**config.mk**
```make
export PLATFORM = sky130hd
export DESIGN_NAME = periodic_task_release_table_core
export DESIGN_NICKNAME = d
export VERILOG_FILES = /design/src/rtl/ptrt_pkg.sv /design/src/rtl/ptrt_front.sv /design/src/rtl/ptrt_exec.sv /design/src/rtl/ptrt_rqueue.sv /design/src/rtl/periodic_task_release_table_core.sv
export SDC_FILE = /design/constraint.sdc
export NUM_CORES = 2
export LEC_CHECK = 0
export ABC_AREA = 0
export BUFFER_PORTS_ARGS = -buffer_cell sky130_fd_sc_hd__buf_4
export CORE_MARGIN = 10
export CORE_UTILIZATION = 35
export DETAILED_ROUTE_END_ITERATION = 7
export GPL_TIMING_DRIVEN = 0
export PLACE_DENSITY = 0.57
export SLEW_MARGIN = 10
export SYNTH_ARGS = -nofsm -noshare
export SYNTH_HDL_FRONTEND = slang
export SYNTH_SLANG_ARGS = --single-unit
export TNS_END_PERCENT = 100
```
**constraint.sdc**
```tcl
create_clock -name i_clk -period 17.1 [get_ports i_clk]
set_clock_uncertainty 0.05 [all_clocks]
set_input_delay 2.565 -clock i_clk [delete_from_list [all_inputs] [get_ports i_clk]]
set_output_delay 2.565 -clock i_clk [all_outputs]
set_load 0.05 [all_outputs]
```
**src/rtl/ptrt_pkg.sv**
```systemverilog
`default_nettype none
package ptrt_pkg;

    localparam int TIME_W       = 32;
    localparam int SLOT_W       = 3;
    localparam int RESULT_LIMIT = 8;
    localparam int N_W          = 4;
    localparam int CQ_DEPTH     = 2;
    localparam int CQ_AW        = 1;
    localparam int RQ_DEPTH     = 4;
    localparam int RQ_AW        = 2;

    typedef enum logic [1:0] {
        K_ADD      = 2'd0,
        K_SET      = 2'd1,
        K_DISPATCH = 2'd2,
        K_QUERY    = 2'd3
    } t_kind;

    // stamp holds now + delay for an add and now for everything else
    typedef struct packed {
        t_kind              kind;
        logic               per_zero;
        logic [TIME_W-1:0]  stamp;
        logic [TIME_W-1:0]  period;
        logic [SLOT_W-1:0]  idx;
    } t_cmd;

    typedef struct packed {
        logic [SLOT_W-1:0]  slot;
        logic               status;
        logic [TIME_W-1:0]  period;
        logic [TIME_W-1:0]  count;
        logic               last;
    } t_res;

    typedef struct packed {
        logic [TIME_W-1:0]  period;
        logic [TIME_W-1:0]  rel_ms;
        logic [TIME_W-1:0]  count;
    } t_row;

endpackage
`default_nettype wire

```
**src/rtl/ptrt_front.sv**
```systemverilog
`default_nettype none
module ptrt_front
    import ptrt_pkg::*;
(
    input  wire logic               i_clk,
    input  wire logic               i_rst_n,
    input  wire logic               i_push,
    output logic                    o_full,
    input  wire logic [1:0]         i_kind,
    input  wire logic [TIME_W-1:0]  i_now_ms,
    input  wire logic [TIME_W-1:0]  i_delay_ms,
    input  wire logic [TIME_W-1:0]  i_period_ms,
    input  wire logic [SLOT_W-1:0]  i_task_index,
    output logic                    o_valid,
    output t_cmd                    o_cmd,
    input  wire logic               i_pop
);

    t_cmd               cmd;
    t_cmd               r_q [CQ_DEPTH];
    logic [CQ_AW-1:0]   r_wp, n_wp;
    logic [CQ_AW-1:0]   r_rp, n_rp;
    logic [CQ_AW:0]     r_cnt, n_cnt;
    logic               wr, rd;

    // classify the item before it is queued
    always_comb begin
        cmd.kind     = t_kind'(i_kind);
        cmd.per_zero = (i_period_ms == '0);
        cmd.period   = i_period_ms;
        cmd.idx      = i_task_index;
        if (t_kind'(i_kind) == K_ADD) begin
            cmd.stamp = i_now_ms + i_delay_ms;
        end else begin
            cmd.stamp = i_now_ms;
        end
    end

    assign o_full  = (r_cnt == (CQ_AW+1)'(CQ_DEPTH));
    assign o_valid = (r_cnt != '0);
    assign o_cmd   = r_q[r_rp];
    assign wr      = i_push && !o_full;
    assign rd      = i_pop && o_valid;

    always_comb begin
        n_wp  = wr ? r_wp + CQ_AW'(1) : r_wp;
        n_rp  = rd ? r_rp + CQ_AW'(1) : r_rp;
        n_cnt = r_cnt + (CQ_AW+1)'(wr) - (CQ_AW+1)'(rd);
    end

    always_ff @(posedge i_clk) begin
        if (!i_rst_n) begin
            r_wp  <= '0;
            r_rp  <= '0;
            r_cnt <= '0;
        end else begin
            r_wp  <= n_wp;
            r_rp  <= n_rp;
            r_cnt <= n_cnt;
        end
    end

    always_ff @(posedge i_clk) begin
        if (wr) begin
            r_q[r_wp] <= cmd;
        end
    end

endmodule
`default_nettype wire

```
**src/rtl/ptrt_exec.sv**
```systemverilog
`default_nettype none
module ptrt_exec
    import ptrt_pkg::*;
#(
    parameter int MAX_TASKS = 8
)
(
    input  wire logic   i_clk,
    input  wire logic   i_rst_n,
    input  wire logic   i_valid,
    input  wire t_cmd   i_cmd,
    output logic        o_pop,
    output logic        o_push,
    output t_res        o_res,
    input  wire logic   i_space
);

    localparam int SW = (MAX_TASKS > 1) ? $clog2(MAX_TASKS) : 1;
    localparam int UW = $clog2(MAX_TASKS + 1);
    localparam int CW = ((SW > SLOT_W) ? SW : SLOT_W) + 1;

    typedef enum logic [3:0] {
        S_IDLE  = 4'b0001,
        S_EXEC  = 4'b0010,
        S_WALK  = 4'b0100,
        S_FLUSH = 4'b1000
    } t_state;

    t_state                 r_state, n_state;
    t_cmd                   r_cmd;
    logic [UW-1:0]          r_used, n_used;
    logic [MAX_TASKS-1:0]   r_active;
    logic [SW-1:0]          r_idx, n_idx;
    logic [N_W-1:0]         r_n, n_n;
    logic                   r_pend_v, n_pend_v;
    t_res                   r_pend, n_pend;
    t_row                   r_mem [MAX_TASKS];
    t_row                   r_rdata;

    logic [SW-1:0]          rd_addr, wr_addr;
    logic                   we, set_active;
    t_row                   wdata;
    logic [CW-1:0]          in_idx_ext, cmd_idx_ext, used_ext, walk_ext;
    logic                   idx_ok, add_ok, due, last_slot, hit_limit;
    logic [TIME_W-1:0]      diff;

    assign in_idx_ext  = CW'(i_cmd.idx);
    assign cmd_idx_ext = CW'(r_cmd.idx);
    assign used_ext    = CW'(r_used);
    assign walk_ext    = CW'(r_idx);
    assign idx_ok      = cmd_idx_ext < used_ext;
    assign add_ok      = (used_ext < CW'(MAX_TASKS)) && !r_cmd.per_zero;
    // wrap-safe: due when now - release is not negative
    assign diff        = r_cmd.stamp - r_rdata.rel_ms;
    assign due         = r_active[r_idx] && !diff[TIME_W-1];
    assign last_slot   = (walk_ext + CW'(1)) == used_ext;
    assign hit_limit   = (r_n + N_W'(1)) == N_W'(RESULT_LIMIT);

    always_comb begin
        n_state    = r_state;
        n_used     = r_used;
        n_idx      = r_idx;
        n_n        = r_n;
        n_pend_v   = r_pend_v;
        n_pend     = r_pend;
        rd_addr    = r_idx;
        wr_addr    = r_idx;
        we         = 1'b0;
        set_active = 1'b0;
        wdata      = r_rdata;
        o_pop      = 1'b0;
        o_push     = 1'b0;
        o_res      = '0;
        case (r_state)
            S_IDLE: begin
                rd_addr = in_idx_ext[SW-1:0];
                if (i_valid) begin
                    o_pop = 1'b1;
                    if (i_cmd.kind == K_DISPATCH) begin
                        rd_addr  = '0;
                        n_idx    = '0;
                        n_n      = '0;
                        n_pend_v = 1'b0;
                        if (r_used != '0) begin
                            n_state = S_WALK;
                        end
                    end else begin
                        n_state = S_EXEC;
                    end
                end
            end
            S_EXEC: begin
                // keep the addressed row in r_rdata while the result queue is full
                rd_addr = cmd_idx_ext[SW-1:0];
                if (i_space) begin
                    o_push     = 1'b1;
                    o_res.last = 1'b1;
                    n_state    = S_IDLE;
                    case (r_cmd.kind)
                        K_ADD: begin
                            if (add_ok) begin
                                o_res.slot   = used_ext[SLOT_W-1:0];
                                o_res.period = r_cmd.period;
                                wr_addr      = r_used[SW-1:0];
                                we           = 1'b1;
                                set_active   = 1'b1;
                                wdata.period = r_cmd.period;
                                wdata.rel_ms = r_cmd.stamp;
                                wdata.count  = '0;
                                n_used       = r_used + UW'(1);
                            end else begin
                                o_res.status = 1'b1;
                            end
                        end
                        K_SET, K_QUERY: begin
                            o_res.slot = r_cmd.idx;
                            wr_addr    = cmd_idx_ext[SW-1:0];
                            if (!idx_ok) begin
                                o_res.status = 1'b1;
                            end else begin
                                o_res.period = r_rdata.period;
                                o_res.count  = r_rdata.count;
                                if (r_cmd.kind == K_SET) begin
                                    if (r_cmd.per_zero) begin
                                        o_res.status = 1'b1;
                                    end else begin
                                        we           = 1'b1;
                                        wdata.period = r_cmd.period;
                                        o_res.period = r_cmd.period;
                                    end
                                end
                            end
                        end
                        default: begin
                            o_push = 1'b0;
                        end
                    endcase
                end
            end
            S_WALK: begin
                // r_rdata holds slot r_idx; next slot is read while this one updates
                if (i_space) begin
                    if (due) begin
                        we           = 1'b1;
                        wdata.rel_ms = r_rdata.rel_ms + r_rdata.period;
                        wdata.count  = r_rdata.count + TIME_W'(1);
                        n_n          = r_n + N_W'(1);
                        o_push       = r_pend_v;
                        o_res        = r_pend;
                        o_res.last   = 1'b0;
                        n_pend_v     = 1'b1;
                        n_pend.slot   = walk_ext[SLOT_W-1:0];
                        n_pend.status = 1'b0;
                        n_pend.period = r_rdata.period;
                        n_pend.count  = r_rdata.count + TIME_W'(1);
                        n_pend.last   = 1'b1;
                    end
                    if (last_slot || (due && hit_limit)) begin
                        n_state = S_FLUSH;
                    end else begin
                        n_idx   = r_idx + SW'(1);
                        rd_addr = r_idx + SW'(1);
                    end
                end
            end
            S_FLUSH: begin
                if (!r_pend_v) begin
                    n_state = S_IDLE;
                end else if (i_space) begin
                    o_push   = 1'b1;
                    o_res    = r_pend;
                    n_pend_v = 1'b0;
                    n_state  = S_IDLE;
                end
            end
            default: begin
                n_state = S_IDLE;
            end
        endcase
    end

    always_ff @(posedge i_clk) begin
        if (!i_rst_n) begin
            r_state  <= S_IDLE;
            r_used   <= '0;
            r_active <= '0;
            r_idx    <= '0;
            r_n      <= '0;
            r_pend_v <= 1'b0;
        end else begin
            r_state  <= n_state;
            r_used   <= n_used;
            r_idx    <= n_idx;
            r_n      <= n_n;
            r_pend_v <= n_pend_v;
            if (set_active) begin
                r_active[wr_addr] <= 1'b1;
            end
        end
    end

    always_ff @(posedge i_clk) begin
        r_pend <= n_pend;
        if (o_pop) begin
            r_cmd <= i_cmd;
        end
    end

    always_ff @(posedge i_clk) begin
        if (we) begin
            r_mem[wr_addr] <= wdata;
        end
        r_rdata <= r_mem[rd_addr];
    end

    a_push_space: assert property (@(posedge i_clk) disable iff (!i_rst_n)
        o_push |-> i_space)
        else $error("result pushed into a full queue");

    a_no_push_idle: assert property (@(posedge i_clk) disable iff (!i_rst_n)
        o_push |-> (r_state != S_IDLE))
        else $error("result pushed while idle");

    a_walk_range: assert property (@(posedge i_clk) disable iff (!i_rst_n)
        (r_state == S_WALK) |-> (walk_ext < used_ext))
        else $error("walk beyond used slots");

    a_add_fill: assert property (@(posedge i_clk) disable iff (!i_rst_n)
        (r_state == S_EXEC && r_cmd.kind == K_ADD && add_ok && i_space)
        |=> (r_used == $past(r_used) + UW'(1)))
        else $error("accepted add did not take a slot");

    a_limit: assert property (@(posedge i_clk) disable iff (!i_rst_n)
        (r_state == S_WALK) |-> (r_n < N_W'(RESULT_LIMIT)))
        else $error("release count over limit during walk");

endmodule
`default_nettype wire

```
**src/rtl/ptrt_rqueue.sv**
```systemverilog
`default_nettype none
module ptrt_rqueue
    import ptrt_pkg::*;
(
    input  wire logic   i_clk,
    input  wire logic   i_rst_n,
    input  wire logic   i_push,
    input  wire t_res   i_res,
    output logic        o_space,
    output logic        o_empty,
    output t_res        o_res,
    input  wire logic   i_pop
);

    t_res               r_q [RQ_DEPTH];
    logic [RQ_AW-1:0]   r_wp, n_wp;
    logic [RQ_AW-1:0]   r_rp, n_rp;
    logic [RQ_AW:0]     r_cnt, n_cnt;
    logic               wr, rd;

    assign o_space = (r_cnt != (RQ_AW+1)'(RQ_DEPTH));
    assign o_empty = (r_cnt == '0);
    assign o_res   = r_q[r_rp];
    assign wr      = i_push && o_space;
    assign rd      = i_pop && !o_empty;

    always_comb begin
        n_wp  = wr ? r_wp + RQ_AW'(1) : r_wp;
        n_rp  = rd ? r_rp + RQ_AW'(1) : r_rp;
        n_cnt = r_cnt + (RQ_AW+1)'(wr) - (RQ_AW+1)'(rd);
    end

    always_ff @(posedge i_clk) begin
        if (!i_rst_n) begin
            r_wp  <= '0;
            r_rp  <= '0;
            r_cnt <= '0;
        end else begin
            r_wp  <= n_wp;
            r_rp  <= n_rp;
            r_cnt <= n_cnt;
        end
    end

    always_ff @(posedge i_clk) begin
        if (wr) begin
            r_q[r_wp] <= i_res;
        end
    end

endmodule
`default_nettype wire

```
**src/rtl/periodic_task_release_table_core.sv**
```systemverilog
// Add, set period and query: the executor pops a command and does a registered read of its slot,
// then pushes the result and writes any update through the separate write port of the table.
// Dispatch: one slot per cycle while the result queue has space, results streaming out, up to RESULT_LIMIT.
// A 2-entry command queue and a 4-entry result queue let input and output stall independently.
// Reset (synchronous, active low) clears queues, active flags and the slot fill count;
// slot table contents are not cleared and there is no clearing pass.
`default_nettype none
module periodic_task_release_table_core
    import ptrt_pkg::*;
#(
    parameter int MAX_TASKS = 8
)
(
    input  wire logic               i_clk,
    input  wire logic               i_rst_n,
    input  wire logic               push,
    output logic                    full,
    input  wire logic [1:0]         i_kind,
    input  wire logic [TIME_W-1:0]  i_now_ms,
    input  wire logic [TIME_W-1:0]  i_delay_ms,
    input  wire logic [TIME_W-1:0]  i_period_ms,
    input  wire logic [SLOT_W-1:0]  i_task_index,
    output logic                    empty,
    input  wire logic               pop,
    output logic [SLOT_W-1:0]       o_slot,
    output logic                    o_status,
    output logic [TIME_W-1:0]       o_period_out,
    output logic [TIME_W-1:0]       o_count_out,
    output logic                    o_last
);

    logic   cmd_valid, cmd_pop, res_push, res_space;
    t_cmd   cmd;
    t_res   res_in, res_out;

    ptrt_front u_front (
        .i_clk        (i_clk),
        .i_rst_n      (i_rst_n),
        .i_push       (push),
        .o_full       (full),
        .i_kind       (i_kind),
        .i_now_ms     (i_now_ms),
        .i_delay_ms   (i_delay_ms),
        .i_period_ms  (i_period_ms),
        .i_task_index (i_task_index),
        .o_valid      (cmd_valid),
        .o_cmd        (cmd),
        .i_pop        (cmd_pop)
    );

    ptrt_exec #(
        .MAX_TASKS (MAX_TASKS)
    ) u_exec (
        .i_clk   (i_clk),
        .i_rst_n (i_rst_n),
        .i_valid (cmd_valid),
        .i_cmd   (cmd),
        .o_pop   (cmd_pop),
        .o_push  (res_push),
        .o_res   (res_in),
        .i_space (res_space)
    );

    ptrt_rqueue u_rqueue (
        .i_clk   (i_clk),
        .i_rst_n (i_rst_n),
        .i_push  (res_push),
        .i_res   (res_in),
        .o_space (res_space),
        .o_empty (empty),
        .o_res   (res_out),
        .i_pop   (pop)
    );

    assign o_slot       = res_out.slot;
    assign o_status     = res_out.status;
    assign o_period_out = res_out.period;
    assign o_count_out  = res_out.count;
    assign o_last       = res_out.last;

endmodule
`default_nettype wire
```
======== After elaboration in Yosys (flattened, before gate mapping) ========
Memories as Yosys holds them, arrays and structs flattened. A register that Yosys moved wholly into a read port is not among the register bits.
Index checks and enable logic that the tools add are counted.
cells by class
  $add $sub $neg .......................... 16
  $mul .................................... 0
  div/mod/pow operators ................... 0
  $lt $le $gt $ge ......................... 5
  equality and inequality tests ........... 17
  shift operators ......................... 0
  muxes and demuxes ....................... 94
  bitwise logic cells ..................... 1
  reductions and logical operators ........ 29
operators by type and width
  cell                                                count
  two-way mux 69 bit                                  5
  two-way mux 64 bit                                  4
  two-way mux 32 bit                                  7
  case mux 69 bit (3 select lines)                    1
  two-way mux 96 bit                                  2
  case mux 64 bit (2 select lines)                    1
  case mux 36 bit (2 select lines)                    1
  adder 32 bit                                        2
  case mux 32 bit (2 select lines)                    1
  two-way mux 4 bit                                   11
  two-way mux 1 bit                                   37
  two-way mux 33 bit                                  1
  adder 32 x 1 -> 32 bit, second input constant       1
  logical NOT 32 bit                                  1
  subtractor 32 bit                                   1
  two-way mux 3 bit                                   10
  case mux 4 bit (4 select lines)                     1
  case mux 3 bit (2 select lines)                     2
  AND reduction 5 bit                                 2
  case mux 3 bit (3 select lines)                     1
  adder 4 x 1 -> 4 bit, second input constant         2
  == test 4 bit, second input constant                2
  logical AND 1 bit                                   8
  < comparator 3 x 4 -> 1 bit, second input constant  2
  other kinds (38)                                    56
word-level totals
  bits in registers ....................... 172
  latch bits .............................. 0
  RAM bits ................................ 1184
  bits in read-only memories .............. 0
  bits of input ports ..................... 105
  output and inout bits ................... 71
  logic and storage cells ................. 185
  memories kept ........................... 3
memories
  memory        depth  bits a word  rd ports  clocked after Yosys merged registers in  write ports  RTL line           source
  u_exec.r_mem  8      96           1         1                                        1            ptrt_exec.sv:37    t_row r_mem [MAX_TASKS];
  u_rqueue.r_q  4      69           1         1                                        1            ptrt_rqueue.sv:15  t_res r_q [RQ_DEPTH];
  u_front.r_q   2      70           1         1                                        1            ptrt_front.sv:20   t_cmd r_q [CQ_DEPTH];

======== Depth between registers and ports, before layout ========
  depth after elaboration ................. 11
  gate-level depth with buffers ........... 17
  depth with buffers taken out ............ 17

======== Modules after synthesis ========
A second synthesis with hierarchy kept.
second synthesis, totals
  cells, all modules ...................... 6174
  area, all modules ....................... 72856.1 µm²
modules (own cells, without submodules)
  module       instances  cells an instance  area an instance (µm²)  sequential area each (µm²)
  ptrt_exec    1          5211               55044.0                 29578.4
  ptrt_rqueue  1          412                10437.5                 8468.1
  ptrt_front   1          551                7374.6                  4304.1

======== Least setup slack after synthesis ========
Ideal clock, no wire load.
  kind .................................... register to register
  start point ............................. register u_exec.r_rdata[56] (netlist name)
  end point ............................... memory u_exec.r_mem[7][0] (netlist name), enable pin
  library setup time ...................... 551 ps
  arrival ................................. 6634 ps
  required time ........................... 16499 ps
  setup slack ............................. 9865 ps
  stages on the path, launching flop included .. 15
  buffers on the path ..................... 0
  period minus slack after synthesis ...... 7235 ps
  path through ............................ dfxtp_1 > inv_1 > ha_1 > a21o_1 > a221o_1 > a221o_1 > a21oi_2 > o21ai_2 > xnor2_1 > nor3_2 > nand2_1 > inv_2 > or2_2 > nand2_1 > nor2_1
between the ends
  cells in the longest elaborated chain, start to end .. 8
ends and longest elaborated chain
  item                                     RTL line          source
  subtractor 32 bit                        ptrt_exec.sv:54   assign diff = r_cmd.stamp - r_rdata.rel_ms;
  logical NOT 1 bit                        ptrt_exec.sv:55   assign due = r_active[r_idx] && !diff[TIME_W-1];
  logical AND 1 bit                        ptrt_exec.sv:55
  two-way mux 1 bit                        ptrt_exec.sv:143  if (due) begin
  two-way mux 1 bit                        ptrt_exec.sv:142  if (i_space) begin
  case mux 1 bit (2 select lines)          ptrt_exec.sv:74   case (r_state)
  two-way mux 1 bit                        ptrt_exec.sv:210  if (we) begin
  two-way mux 1 bit (implied by the code)  ptrt_exec.sv:211  r_mem[wr_addr] <= wdata;
  to (decl)                                ptrt_exec.sv:37
Every way passes these cells.

==> metrics.txt <==
wire per inst 24.6 µm; setup slack, reg-to-reg 11.17 ns; Max stage delay on crit path 0.85 ns; Worst Tran Pin Value 1.30 ns; final setup margin 10.43 ns; drt via density 5.30; clock sink count 1,455; FF/Latch Area 42,400 µm²; Max IR drop VDD 0.150 mV; Critical Path Start Type flop; relative max-transition margin 13.6%; dpl cell area 65,200 µm²; vias in the first global route 34.9k; Logic pwr share 39.8%; Final Wtd Congestion 0.864; Synth Net Count 4,114; Post-Layout Cell Count 6,625; Nets 4,497; clock buffer depth 3; CTS Buf Count 148; Crit Path Category flop to output pin; compound-cell area share of the yosys netlist 9.96%; Worst setup EP type output pin; sequential fraction of the synthesis area 70.8%; post-synth top area share 66.3%; Yosys cell types 76; Highest Clock Rate 0.150 GHz; Hold Path Class flop to flop; Synth Area in XOR/XNOR 1.43%; Clock Latency Late Sink 0.78 ns; largest family of logic cells by synthesized area compound AO/OA/AOI/OAI gates; total negative slack 0 ns; internal power 8280 µW; synth top area cells edfxtp_1 66%, dfxtp_1 4.5%, nand2_1 3.4%, mux4_2 2.7%, ha_1 2.3%; Slowest-stage cell, CP buf_1; post-CTS setup repair buffer count 0; Switch Pwr 5150 µW; cell count after placement 6,345; P&R area growth vs syn 17.1%; HPWL Detailed 112,000 µm; Syn. warnings 0; post-route cell area 70,000 µm²; critical path data required time 14.49 ns; WHS Path Cells 1; Top delay family on crit path buffers and inverters; most frequent CP cell clkbuf_1; RSZ-0062 raised after global routing no; post-cts resize count 0; crit path DAT 4.06 ns; Avg Inst Size Synth 15.3 µm²; First DRT Iteration DRCs 3,551; mux cell area share after synthesis 6.26%; power consumption 13,400 µW; post-route antenna net violation count 0; Placement Setup Slack 11.12 ns; total die area 188,000 µm²; Sequential Power Share 36.6%; Routed WL 163,000 µm; setup violators final 0; switch share 38.3%; max-cap viol count 0; critical path depth 5; crit share post-route 39.0%; initial antenna violation count 4; Core ar. 170,000 µm²; total gr overflow 0; DR DRC count 0; Mapped Cells 3,898; Clock Tree Root clkbuf_16; Hold Vio Cnt, Final 0; Die Width 433 µm; Top FF cell, synth edfxtp_1; Adder-Cell Fraction of Synth Area 2.36%; Yosys reg bits 1,455; Critical R2R Launch u_exec.r_cmd[37]; Reg clk slew, reported paths 0.07 ns; Ports 176; PD cells 192 nW/µm²; Critical Path, Cell by Cell clkbuf_1 -> clkbuf_1 -> buf_1 -> mux4_2 -> buf_4; first-pass GRT wire length 237,000 µm; crit path max fanout 10; FF-to-FF path depth 14; minimum clock period 6.67 ns; All-Layer GR Usage 16.9%; post-synthesis simple-gate area fraction 6.97%; Slew Viols, Final 0; largest net degree at the start of global routing 46; filler instances 15.4k; Pleak 0.0233 µW; capturing point of the worst reg2reg path u_exec.r_mem[4][2]; num rows 151; Die H 433 µm; DR vias 35.1k; Hold Path End u_exec.r_active[5]; Synth area leader edfxtp_1; Cell Area, Synth 59,800 µm²; I/O Buffers 174; share of cells above drive strength 1 18.1%; area of the multi-input gates 16,200 µm²; First-pass DRT Iterations 6; post-synthesis async set-or-reset flop share 0%; status completed; hold buffer count at cts 0; HP Start u_exec.r_active[5]; TritonCTS clock tree built; CP bufs+invs 4; H-tree levels 4; Post-synth EDFFs 1,321; initial core utilization 35.3%; clock network power share 23.6%
-- cells in the mapped netlist, drive strengths merged, types with 29 or more instances --
cell type and count:
a211oi 106, a21o 43, a21oi 58, a222oi 29, a22o 32, a311oi 97, a32o 97, and2 128
buf 93, clkbuf 115, dfxtp 134, edfxtp 1321, ha 108, inv 96, mux2 103, mux2i 98
mux4 71, nand2 536, nand3 33, nor2 109, o21ai 117, xnor2 57, xor2 41
-- cells in the final DEF, fill, tap and decap left out, types with 16 or more instances in the layout --
master	instances
o21ai_0	113
clkinv_2	18
mux2_2	103
clkbuf_8	21
buf_12	31
nand4_1	17
inv_1	95
a311oi_1	37
and2_1	123
a221o_1	19
a21o_1	43
nand2b_1	16
xor2_1	41
a32o_1	97
buf_16	22
a311oi_2	60
nor2b_1	21
nand2_1	536
dfxtp_1	134
nand3_1	33
a22oi_1	23
clkbuf_1	160
buf_4	189
mux4_2	71
xnor2_1	57
edfxtp_1	1321
clkbuf_16	151
a22o_1	32
nor2_1	99
mux2i_1	97
buf_2	60
ha_1	108
a222oi_1	29
o31ai_1	17
o21a_1	23
a211oi_1	106
a21oi_1	57
nor3_1	20
-- metal layers --
layer	track usage, %	wire (µm)	vias to the layer above	part of all wire (%)
met5	0	0	-	0
met4	4.80	4150	0	2.5
met3	3.55	11900	222	7.3
met2	26.2	73100	1212	45
met1	24.1	73700	17800	45
li1	-	-	15900	-
-- through the flow --
step	hold WS, ns	utilization, %
after global routing	0.429	41.3
after CTS	0.415	41.3
after floorplan	0.379	-
after global placement	0.393	37.7
after detailed placement	0.399	38.5
final	0.414	41.3
-- worst register-to-register path, cell delays in order (launching register included) --
cell	delay [ns]
edfxtp_1	0.48
ha_1	0.35
nand2_1	0.06
o21ai_0	0.29
a41oi_1	0.20
o31a_1	0.38
o21ai_2	0.37
xnor2_1	0.21
nor3_2	0.10
nand2_1	0.39
inv_2	0.24
nor2_1	0.90
clkbuf_1	0.98
o21ai_0	0.21
o21ai_0	0.40
-- kinds of logic after synthesis --
logic type               Yosys count
adder cells (fa/ha/maj)          111
flip-flops                      1455
buffers and inverters            304
multiplexers                     272
AO/OA/AOI/OAI                    726
AND/OR/NAND/NOR                  932
XOR/XNOR                          98
-- worst max path at each step --
stage                     endpoint  slack [ns]
6_report                 o_slot[0]       10.43
5_1_grt                  o_slot[0]       10.25
4_1_cts                  o_slot[0]       10.26
3_5_place_dp             o_slot[0]       11.12
3_3_place_gp   u_exec.r_mem[4][41]        3.84
2_1_floorplan   u_exec.r_mem[7][0]        9.86
-- flip-flops by register name, summed over array words and instances, names as in the netlist, 2 cells and up, named ones only --
signal and cells:
u_rqueue.r_q 276, u_exec.r_used 4, u_rqueue.r_wp 2, u_exec.r_rdata 96, u_exec.r_state 4, u_exec.r_pend 67, u_front.r_q 140, u_exec.r_mem 768
u_rqueue.r_cnt 3, u_exec.r_n 4, u_front.r_cnt 2, u_exec.r_cmd 67, u_exec.cmd_idx_ext 3, u_exec.r_idx 3, u_rqueue.r_rp 2, u_exec.r_active 8
-- power by group through the flow --
stage / logic [µW] / clock network, µW / registers, µW
2_1_floorplan: 3590 / 0 / 4760
3_3_place_gp: 5210 / 0 / 5010
3_5_place_dp: 5310 / 0 / 4980
4_1_cts: 5340 / 3230 / 4910
5_1_grt: 5760 / 3370 / 4930
6_report: 5340 / 3170 / 4920
-- layout make-up --
cell class	instances	area share, %
Clock buffer	219	6.06
Sequential cell	1455	60.5
Antenna cell	2	0.00715
Timing Repair Buffer	233	3.68
Tap cell	2218	3.96
Buffer	208	1.39
Inverter	96	0.514
Multi-Input combinational cell	2139	23.2
Clock inverter	55	0.747
Note: power is estimated with default switching activity, not from simulation.
